==> src/hdl/ckre_pkg.sv <==
// Shared types and constants for the color key run extractor.
package ckre_pkg;

    localparam int MAX_WIDTH     = 4096;
    localparam int MAX_HEIGHT    = 4096;
    localparam int PALETTE_DEPTH = 256;

    localparam int WORD_W  = 32;
    localparam int KEY_W   = 24;
    localparam int SLOT_W  = 8;
    localparam int COL_W   = 12;
    localparam int RIGHT_W = 13;
    localparam int ROW_W   = 12;
    localparam int CFG_IDX_W = 2;

    typedef enum logic [CFG_IDX_W-1:0] {
        REG_KEY_COLOR    = 2'd0,
        REG_PIXEL_FORMAT = 2'd1
    } cfg_reg_t;

    typedef enum logic [1:0] {
        FMT_PAL8  = 2'd0,
        FMT_RGB16 = 2'd1,
        FMT_RGB24 = 2'd2,
        FMT_RGB32 = 2'd3
    } pix_fmt_t;

    typedef enum logic {
        OP_PIXEL     = 1'b0,
        OP_PAL_WRITE = 1'b1
    } opcode_t;

    // One classified pixel handed from the compare stage to the run tracker
    typedef struct packed {
        logic valid;
        logic opaque;
        logic row_end;
        logic frame_start;
    } pix_info_t;

endpackage

==> src/hdl/ckre_run_tracker.sv <==
// Row/column counters, run state and the result register.
module ckre_run_tracker (
    input  logic                           aclk,
    input  logic                           aresetn,
    input  ckre_pkg::pix_info_t            pix,
    output logic                           pix_take,
    output logic                           m_valid,
    input  logic                           m_ready,
    output logic [ckre_pkg::COL_W-1:0]     m_run_left,
    output logic [ckre_pkg::RIGHT_W-1:0]   m_run_right,
    output logic [ckre_pkg::ROW_W-1:0]     m_run_row
);

    logic [ckre_pkg::RIGHT_W-1:0] column_reg, column_next;
    logic [ckre_pkg::ROW_W-1:0]   row_reg, row_next;
    logic                         open_reg, open_next;
    logic [ckre_pkg::COL_W-1:0]   start_reg, start_next;

    logic                         m_valid_reg, m_valid_next;
    logic [ckre_pkg::COL_W-1:0]   left_reg, left_next;
    logic [ckre_pkg::RIGHT_W-1:0] right_reg, right_next;
    logic [ckre_pkg::ROW_W-1:0]   out_row_reg, out_row_next;

    logic [ckre_pkg::RIGHT_W-1:0] col_base;
    logic [ckre_pkg::ROW_W-1:0]   row_base;
    logic [ckre_pkg::ROW_W:0]     row_inc;
    logic                         open_base;
    logic                         line_end;
    logic                         emit;
    logic                         out_free;
    logic                         open_now;
    logic [ckre_pkg::COL_W-1:0]   start_now;
    logic [ckre_pkg::COL_W-1:0]   emit_left;
    logic [ckre_pkg::RIGHT_W-1:0] emit_right;

    assign out_free = !m_valid_reg || m_ready;

    always_comb begin
        // frame start clears position and drops an open run before the pixel
        col_base  = pix.frame_start ? '0 : column_reg;
        row_base  = pix.frame_start ? '0 : row_reg;
        open_base = pix.frame_start ? 1'b0 : open_reg;
        line_end  = pix.row_end || (int'(col_base) >= ckre_pkg::MAX_WIDTH - 1);
        row_inc   = {1'b0, row_base} + 1'b1;

        emit       = 1'b0;
        emit_left  = start_reg;
        emit_right = col_base;
        open_now   = open_base;
        start_now  = start_reg;

        if (open_base) begin
            if (!pix.opaque) begin
                emit     = 1'b1;
                open_now = 1'b0;
            end
        end else if (pix.opaque) begin
            start_now = col_base[ckre_pkg::COL_W-1:0];
            open_now  = 1'b1;
        end

        if (line_end && open_now && pix.opaque) begin
            emit       = 1'b1;
            emit_left  = start_now;
            emit_right = col_base + 1'b1;
        end
    end

    assign pix_take = pix.valid && (!emit || out_free);

    always_comb begin
        column_next  = column_reg;
        row_next     = row_reg;
        open_next    = open_reg;
        start_next   = start_reg;
        m_valid_next = m_valid_reg && !m_ready;
        left_next    = left_reg;
        right_next   = right_reg;
        out_row_next = out_row_reg;

        if (pix_take) begin
            start_next = start_now;
            if (line_end) begin
                open_next   = 1'b0;
                column_next = '0;
                row_next    = (int'(row_inc) >= ckre_pkg::MAX_HEIGHT) ? '0
                                                                 : row_inc[ckre_pkg::ROW_W-1:0];
            end else begin
                open_next   = open_now;
                column_next = col_base + 1'b1;
                row_next    = row_base;
            end
            if (emit) begin
                m_valid_next = 1'b1;
                left_next    = emit_left;
                right_next   = emit_right;
                out_row_next = row_base;
            end
        end
    end

    always_ff @(posedge aclk) begin
        if (!aresetn) begin
            column_reg  <= '0;
            row_reg     <= '0;
            open_reg    <= 1'b0;
            start_reg   <= '0;
            m_valid_reg <= 1'b0;
        end else begin
            column_reg  <= column_next;
            row_reg     <= row_next;
            open_reg    <= open_next;
            start_reg   <= start_next;
            m_valid_reg <= m_valid_next;
        end
        left_reg    <= left_next;
        right_reg   <= right_next;
        out_row_reg <= out_row_next;
    end

    assign m_valid     = m_valid_reg;
    assign m_run_left  = left_reg;
    assign m_run_right = right_reg;
    assign m_run_row   = out_row_reg;

endmodule

==> config.mk <==
export PLATFORM = sky130hd
export DESIGN_NAME = ckre_run_tracker
export DESIGN_NICKNAME = d
export VERILOG_FILES = /design/src/hdl/ckre_pkg.sv /design/src/hdl/ckre_run_tracker.sv
export SDC_FILE = /design/constraint.sdc
export NUM_CORES = 1
export LEC_CHECK = 0
export ABC_AREA = 0
export BUFFER_PORTS_ARGS = -buffer_cell sky130_fd_sc_hd__buf_2
export CAP_MARGIN = 5
export CORE_MARGIN = 1.5
export CORE_UTILIZATION = 30
export CTS_CLUSTER_SIZE = 10
export DETAILED_ROUTE_END_ITERATION = 8
export GPL_ROUTABILITY_DRIVEN = 1
export PLACE_DENSITY = 0.59
export SLEW_MARGIN = 20
export SYNTH_ARGS = -nofsm -noshare
export SYNTH_HDL_FRONTEND = slang
export SYNTH_SLANG_ARGS = --single-unit
export TNS_END_PERCENT = 5
==> constraint.sdc <==
create_clock -name aclk -period 5.05 [get_ports aclk]
set_clock_uncertainty 0.15 [all_clocks]
set_input_delay 1.01 -clock aclk [delete_from_list [all_inputs] [get_ports aclk]]
set_output_delay 1.01 -clock aclk [all_outputs]
set_load 0.1 [all_outputs]
==> reports/metrics.cfg, run 1 <==
[placement]
dp_hpwl_um=6130
gp_congestion=0.822
port_buffers=45
dpl-instance-area_mm2=0.00409

[route]
vias=3079
drc=0
via_per_inst=5.22
drt_iter0_drc=264
drt_wl_total_um=9070
first_pass_iters=5
drt-wirelength-per-cell_um=15.4
drtAntennaViolNets=0

[setup_path]
slowest_delay_ps=460
rrSetupSlack_ps=1680
worstReg2RegStart=column_reg[0]
critical_path_peak_fanout=24
cp.required_ps=3890
r2r.worst_path.cells=6
critPathTopFamily=buffers and inverters
endpoint=pix_take
path_cells=buf_2 -> inv_1 -> nand2_1 -> inv_1 -> ha_1 -> o211ai_2 -> o31a_4 -> o21ai_4 -> inv_2 -> buf_2
slowest_stage=buf_2
start_kind=primary input
critPathKind=in2out
cp-startpoint=pix[0]
crit_cells=10
cp.arrival_ps=3350
reg2reg_to=m_run_left[0]
crit_path_end_kind=primary output
path_buf_inv=5

[pwr]
irDropWorstVdd_uv=185
power_leakage_nw=1.49
power_density_mw_per_mm2=322

[cts]
clk_latency_ps=340
cts_tree=built
cts_setup_buffers=0
hold_buffers=0
cts_resized=0
cts_buffer_depth=2
cts_max_level=3
cts_root_buf=clkbuf_16
path_clk_slew_ps=60
cts_buffers=9
cts_sinks=76

[synth]
yosysTopAreaCell=edfxtp_1
async_flop_share_pct=0
synthMostInstantiatedCell=dfxtp_1
ys_ff_latch=76
netlist_area_mm2=0.00373
yosys-top-cells-count=dfxtp_1, edfxtp_1, nand2_1
synthDistinctLibCells=60
yosys.area.top_type_share_pct=29.8
syn_nets=389
syn_inst=380
ys.flop_type=dfxtp_1
synth-edff-count=37
yosys_warnings=0
syn_area_per_cell_um2=9.82
ys_seq_area_share_pct=50.7
synth.area.top_cells=edfxtp_1, dfxtp_1, nand3_1

[sta]
finalCritPeriodShare_pct=89.2
max_slew_margin_pct=49.2
slew_violations=0
max_freq_mhz=222
tightest_slew_ps=762
setup_viol=0
rsz0062_at_grt=false
period_needed_ps=4510
final_hold_viol_count=0
fin_tns_setup_ps=0

[global_route]
gr-total-overflow=0
grt_first_pass_wirelength_um=14900
grt_max_degree=42
antenna_found_initial=0
grt_pass1_vias=2825
grt_usage_pct=14.8

[floorplan]
start_util_pct=30.9
die_area_mm2=0.0131
coreArea_mm2=0.0121
io_pins=46
die_h_um=115
die_x_um=115
rows=40

[outcome]
outcome=finished, final reports clean

[worst_hold_path]
hold_path_class=reg2reg

[run]
cap_violations=0

[final_layout]
diodes=0
syn2layout_area_growth_pct=16.9
finalInstanceArea_mm2=0.00436
drive_gt1_share_pct=19.7
final_nets=426

## per-stage QoR
stage,setup WS [ps],utilization (%),power (mW),cells,hold WS [ps]
finish,544,36.2,1.40,590,303
global route,405,36.2,1.46,590,328
CTS,560,36.2,1.42,590,305
detailed placement,571,33.9,0.835,574,298
global placement,645,33.9,0.833,574,294
floorplan,443,-,0.805,380,282
## layout by cell type (no fill, tap or decap), types with 5 or more instances in the layout
cell type  netlist  layout
buf_2            4      45
dfxtp_1         39      39
edfxtp_1        37      37
nand2_1         36      36
nand3_1         30      30
o21ai_0         24      24
a21oi_1         20      20
nor2b_1         15      15
nor3_1          13      13
nor2_1          13      12
inv_1           10      10
a22o_1          10      10
nand4_1          9       9
xnor2_1          9       9
or3_1            9       9
clkbuf_16        0       9
nand2b_1         6       6
and3_1           6       6
o211ai_1         5       5
buf_4            1       5
## worst min-delay path by stage
stage / startpoint / endpoint / slack (ps) / cells past startpoint
floorplan: start_reg[11] / start_reg[11] / 280 / 2
global placement: start_reg[11] / start_reg[11] / 290 / 2
detailed placement: start_reg[11] / start_reg[11] / 300 / 2
CTS: start_reg[11] / start_reg[11] / 310 / 2
global route: start_reg[3] / start_reg[3] / 330 / 2
finish: start_reg[11] / start_reg[11] / 300 / 2
## report_power, final
group	switching [mW]	internal [mW]	total, mW
Combinational	0.135	0.0248	0.159
Clock	0.253	0.329	0.582
Sequential	0.00531	0.657	0.662
Total	0.393	1.01	1.40
## routing by layer
layer | routed length (um) | vias to the layer above | track usage, % | part of all wire [%]
li1 | - | 1483 | - | -
met1 | 4220 | 1493 | 19.8 | 46
met2 | 4180 | 94 | 22.4 | 46
met3 | 539 | 9 | 4.13 | 5.9
met4 | 131 | 0 | 6.00 | 1.4
met5 | 0 | - | 0 | 0
## worst reg2reg max path, stage by stage, from the launching register on
cell and delay (ps):
dfxtp_1 410, nor2b_1 350, ha_1 330, o211ai_2 190, o21ai_4 620, nand3_1 620, mux2_2 450
## kinds of logic after synthesis
kind of cell | share of synthesized area [%]
flops | 50.7
simple gates | 23.9
fa+ha+maj | 0.670
buf+inv | 4.29
mux | 0.905
compound gates | 16.5
xor+xnor | 3.05
## area by class of cell
class	count	area [um^2]
fillers	1213	7700
flip-flops and latches	76	1890
multi-input cells	269	1690
repair buffers	50	263
clock buffers	9	225
well taps	168	210
clock inverters	7	42.5
inverters	11	41.3
(Power assumes the default switching activity.)
==> run 2: changes to the inputs <==
--- a/config.mk
+++ b/config.mk
@@ -14,6 +14,7 @@
 export DETAILED_ROUTE_END_ITERATION = 8
 export GPL_ROUTABILITY_DRIVEN = 1
 export PLACE_DENSITY = 0.59
+export REMOVE_ABC_BUFFERS = 1
 export SLEW_MARGIN = 20
 export SYNTH_ARGS = -nofsm -noshare
 export SYNTH_HDL_FRONTEND = slang
==> reports/metrics.cfg, run 2 (synthesized netlist as in run 1, its figures left out) <==
[setup_path]
start_kind=primary input
cp.arrival_ps=3290
crit_path_end_kind=primary output
critPathKind=in2out
critPathTopFamily=buffers and inverters
slowest_delay_ps=460
slowest_stage=buf_2
cp-startpoint=pix[0]
path_cells=buf_2 -> inv_1 -> nand2_1 -> inv_1 -> ha_1 -> o211ai_2 -> o31a_4 -> o21ai_4 -> inv_2 -> buf_2
worstReg2RegStart=column_reg[0]
critical_path_peak_fanout=25
path_buf_inv=5
cp.required_ps=3890

[global_route]
grt_usage_pct=14.2
grt_first_pass_wirelength_um=14500
antenna_found_initial=0
gr-total-overflow=0
grt_pass1_vias=2862
grt_max_degree=37

[final_layout]
final_cells=591
syn2layout_area_growth_pct=17.7
diodes=0
mostFrequentLayoutCells=buf_2, dfxtp_1, edfxtp_1
drive_gt1_share_pct=19.1
utilization_pct=36.4
nFillCells=1196
final_common_cell=buf_2
final_nets=427
finalInstanceArea_mm2=0.00439

[sta]
finalCritPeriodShare_pct=88.1
hold_ws_ps=303
tightest_slew_ps=715
final_hold_viol_count=0
fin_ws_ps=603
slew_violations=0
fin_tns_setup_ps=0
max_slew_margin_pct=51.9
setup_viol=0
max_freq_mhz=225
period_needed_ps=4450
rsz0062_at_grt=false

[run]
cap_violations=0

[cts]
cts_setup_buffers=0
cts_max_level=3
clk_latency_ps=340
cts_buffers=9
hold_buffers=0
cts_buffer_depth=2
cts_tree=built
path_clk_slew_ps=50
cts_resized=0
cts_sinks=76
cts_root_buf=clkbuf_16

[floorplan]
coreArea_mm2=0.0121
start_util_pct=30.9
rows=40
die_h_um=115
io_pins=46
die_x_um=115
die_area_mm2=0.0131

[worst_hold_path]
worstHoldStart=start_reg[11]
hold_path_class=reg2reg

[pwr]
irDropWorstVdd_uv=153
internal_power_mw=1.06
power_leakage_nw=1.51
p_switching_mw=0.378
power_density_mw_per_mm2=328
netSwitchingFraction_pct=26.2
total_power_mw=1.44
clkPwrFrac_pct=42.9
combPwrFrac_pct=11.2
p_seq_share_pct=45.9

[route]
drt_wl_total_um=8960
drt-wirelength-per-cell_um=15.2
drt_iter0_drc=220
via_per_inst=5.14
vias=3037
drc=0
first_pass_iters=4
drtAntennaViolNets=0

[placement]
preCtsSetupSlack_ps=604
gp_congestion=0.851
dp.cells=575
dp_hpwl_um=6060
dpl-instance-area_mm2=0.00411
port_buffers=45

[outcome]
outcome=finished, final reports clean

## run 2: changes by cell type in the layout (fill, tap and decap cells not counted)
cell and delta:
clkinv_1 -1, inv_6 -1, buf_12 +1, clkinv_4 -1
bufinv_16 +1, clkbuf_1 +4, clkinvlp_4 -1, clkinv_2 -1
## run 2: worst min-delay path, cell delays in order, from the launching register on
cell,delay (ps)
dfxtp_1,310
nand2_1,50
a21oi_1,50
## run 2: metal layers
layer  share of wire, %  vias to the layer above  track usage, %
met2                 46                       76            20.7
li1                   -                     1494               -
met1                 48                     1457            19.9
met4                1.5                        0            7.67
met5                  0                        -               0
met3                3.8                       10            2.59
## run 2: layout make-up
class                   count  area [um^2]  share of cell area [%]
well taps                 168          210                    4.78
clock buffers              13          240                    5.47
flip-flops and latches     76         1890                    43.1
clock inverters             3         38.8                   0.883
repair buffers             51          283                    6.44
inverters                  11         41.3                   0.940
multi-input cells         269         1690                    38.4
## run 2: power by group through the flow
stage	sequential (mW)	combinational, mW	clock [mW]
detailed placement	0.675	0.161	0
floorplan	0.748	0.0425	0
global route	0.664	0.170	0.651
global placement	0.675	0.160	0
finish	0.662	0.161	0.619
CTS	0.663	0.161	0.626
## run 2: path summary, 6_finish.rpt
| check | slack [ps] | to | depth (start not counted) |
|---|---|---|---|
| setup / recovery | 600 | pix_take | 10 |
| hold / removal | 300 | start_reg[11] | 2 |
| setup reg to reg | 1630 | m_run_left[0] | 6 |
| hold reg to reg | 300 | start_reg[11] | 2 |
==> run 3: changes to the inputs <==
==> constraint.sdc (replaced) <==
create_clock -name aclk -period 4.97 [get_ports aclk]
set_clock_uncertainty 0.15 [all_clocks]
set_input_delay 0.994 -clock aclk [delete_from_list [all_inputs] [get_ports aclk]]
set_output_delay 0.994 -clock aclk [all_outputs]
set_load 0.1 [all_outputs]
==> reports/metrics.cfg, run 3 (synthesized netlist as in run 1, its figures left out) <==
[sta]
max_freq_mhz=236
hold_ws_ps=310
tightest_slew_ps=793
max_slew_margin_pct=47.1
period_needed_ps=4240
fin_tns_setup_ps=0
setup_viol=0
final_hold_viol_count=0
finalCritPeriodShare_pct=85.3
slew_violations=0
rsz0062_at_grt=false

[global_route]
gr-total-overflow=0
grt_first_pass_wirelength_um=14800
grt_max_degree=42
antenna_found_initial=0
grt_pass1_vias=2849
grt_usage_pct=14.7

[floorplan]
die_h_um=115
io_pins=46
die_x_um=115
coreArea_mm2=0.0121
die_area_mm2=0.0131
rows=40
start_util_pct=30.9

[pwr]
irDropWorstVdd_uv=161
power_leakage_nw=1.52
total_power_mw=1.51
power_density_mw_per_mm2=341

[cts]
cts_max_level=3
path_clk_slew_ps=60
cts_buffers=9
clk_latency_ps=340
cts_setup_buffers=0
cts_buffer_depth=2
cts_resized=0
cts_tree=built
cts_root_buf=clkbuf_16
cts_sinks=76
hold_buffers=0

[final_layout]
diodes=0
final_nets=427
syn2layout_area_growth_pct=18.5
drive_gt1_share_pct=20.3
final_common_cell=buf_2
nFillCells=1212
mostFrequentLayoutCells=buf_2, dfxtp_1, edfxtp_1

[setup_path]
cp.arrival_ps=3090
crit_path_end_kind=primary output
critPathKind=in2out
start_kind=primary input
cp.required_ps=3830
critical_path_peak_fanout=14

[route]
drc=0
drt_iter0_drc=179
via_per_inst=5.17
drtAntennaViolNets=0
first_pass_iters=5
drt-wirelength-per-cell_um=15.5
drt_wl_total_um=9170
vias=3056

[worst_hold_path]
hold_path_class=reg2reg

[outcome]
outcome=finished, final reports clean

[placement]
port_buffers=45
gp_congestion=0.841
dp_hpwl_um=6100

[run]
cap_violations=0

-- run 3: stage by stage --
step	worst slack, ps	instances	utilization (%)	area (um^2)
floorplan	681	356	-	3610
global placement	794	575	34.1	4110
detailed placement	736	575	34.1	4110
CTS	733	591	36.7	4420
global route	558	591	36.7	4420
finish	733	591	36.7	4420
-- run 3: per-layer routing --
| metal | GRT usage, % | vias up | wire, um |
|---|---|---|---|
| li1 | - | 1487 | - |
| met1 | 20.2 | 1458 | 4340 |
| met2 | 21.4 | 96 | 4120 |
| met3 | 4.18 | 15 | 501 |
| met4 | 6.33 | 0 | 213 |
| met5 | 0 | - | 0 |
-- run 3: worst paths after layout --
kind	cells past startpoint	start	slack (ps)	endpoint
min reg2reg	2	start_reg[3]	310	start_reg[3]
max	10	pix[0]	730	pix_take
min	2	start_reg[3]	310	start_reg[3]
max reg2reg	7	column_reg[0]	1790	m_run_left[9]
-- run 3: area by class of cell --
cell class | count | area [um^2] | area share (%)
clock inverter | 6 | 71.3 | 1.61
multi-input combinational | 269 | 1690 | 38.2
tap | 168 | 210 | 4.75
timing repair buffer | 51 | 283 | 6.39
inverter | 11 | 41.3 | 0.933
sequential | 76 | 1890 | 42.8
clock buffer | 10 | 239 | 5.40
-- run 3: report_power, final --
part | switching, mW | total, mW | internal (mW)
Clock | 0.265 | 0.670 | 0.405
Sequential | 0.00555 | 0.673 | 0.667
Combinational | 0.138 | 0.164 | 0.0267
-- run 3: critical path: stages --
cell and delay [ps]:
buf_2 240, inv_1 150, nand2_1 140, inv_1 60, ha_1 270, o211ai_2 320
o31a_4 220, o21ai_4 60, inv_2 170, buf_2 460
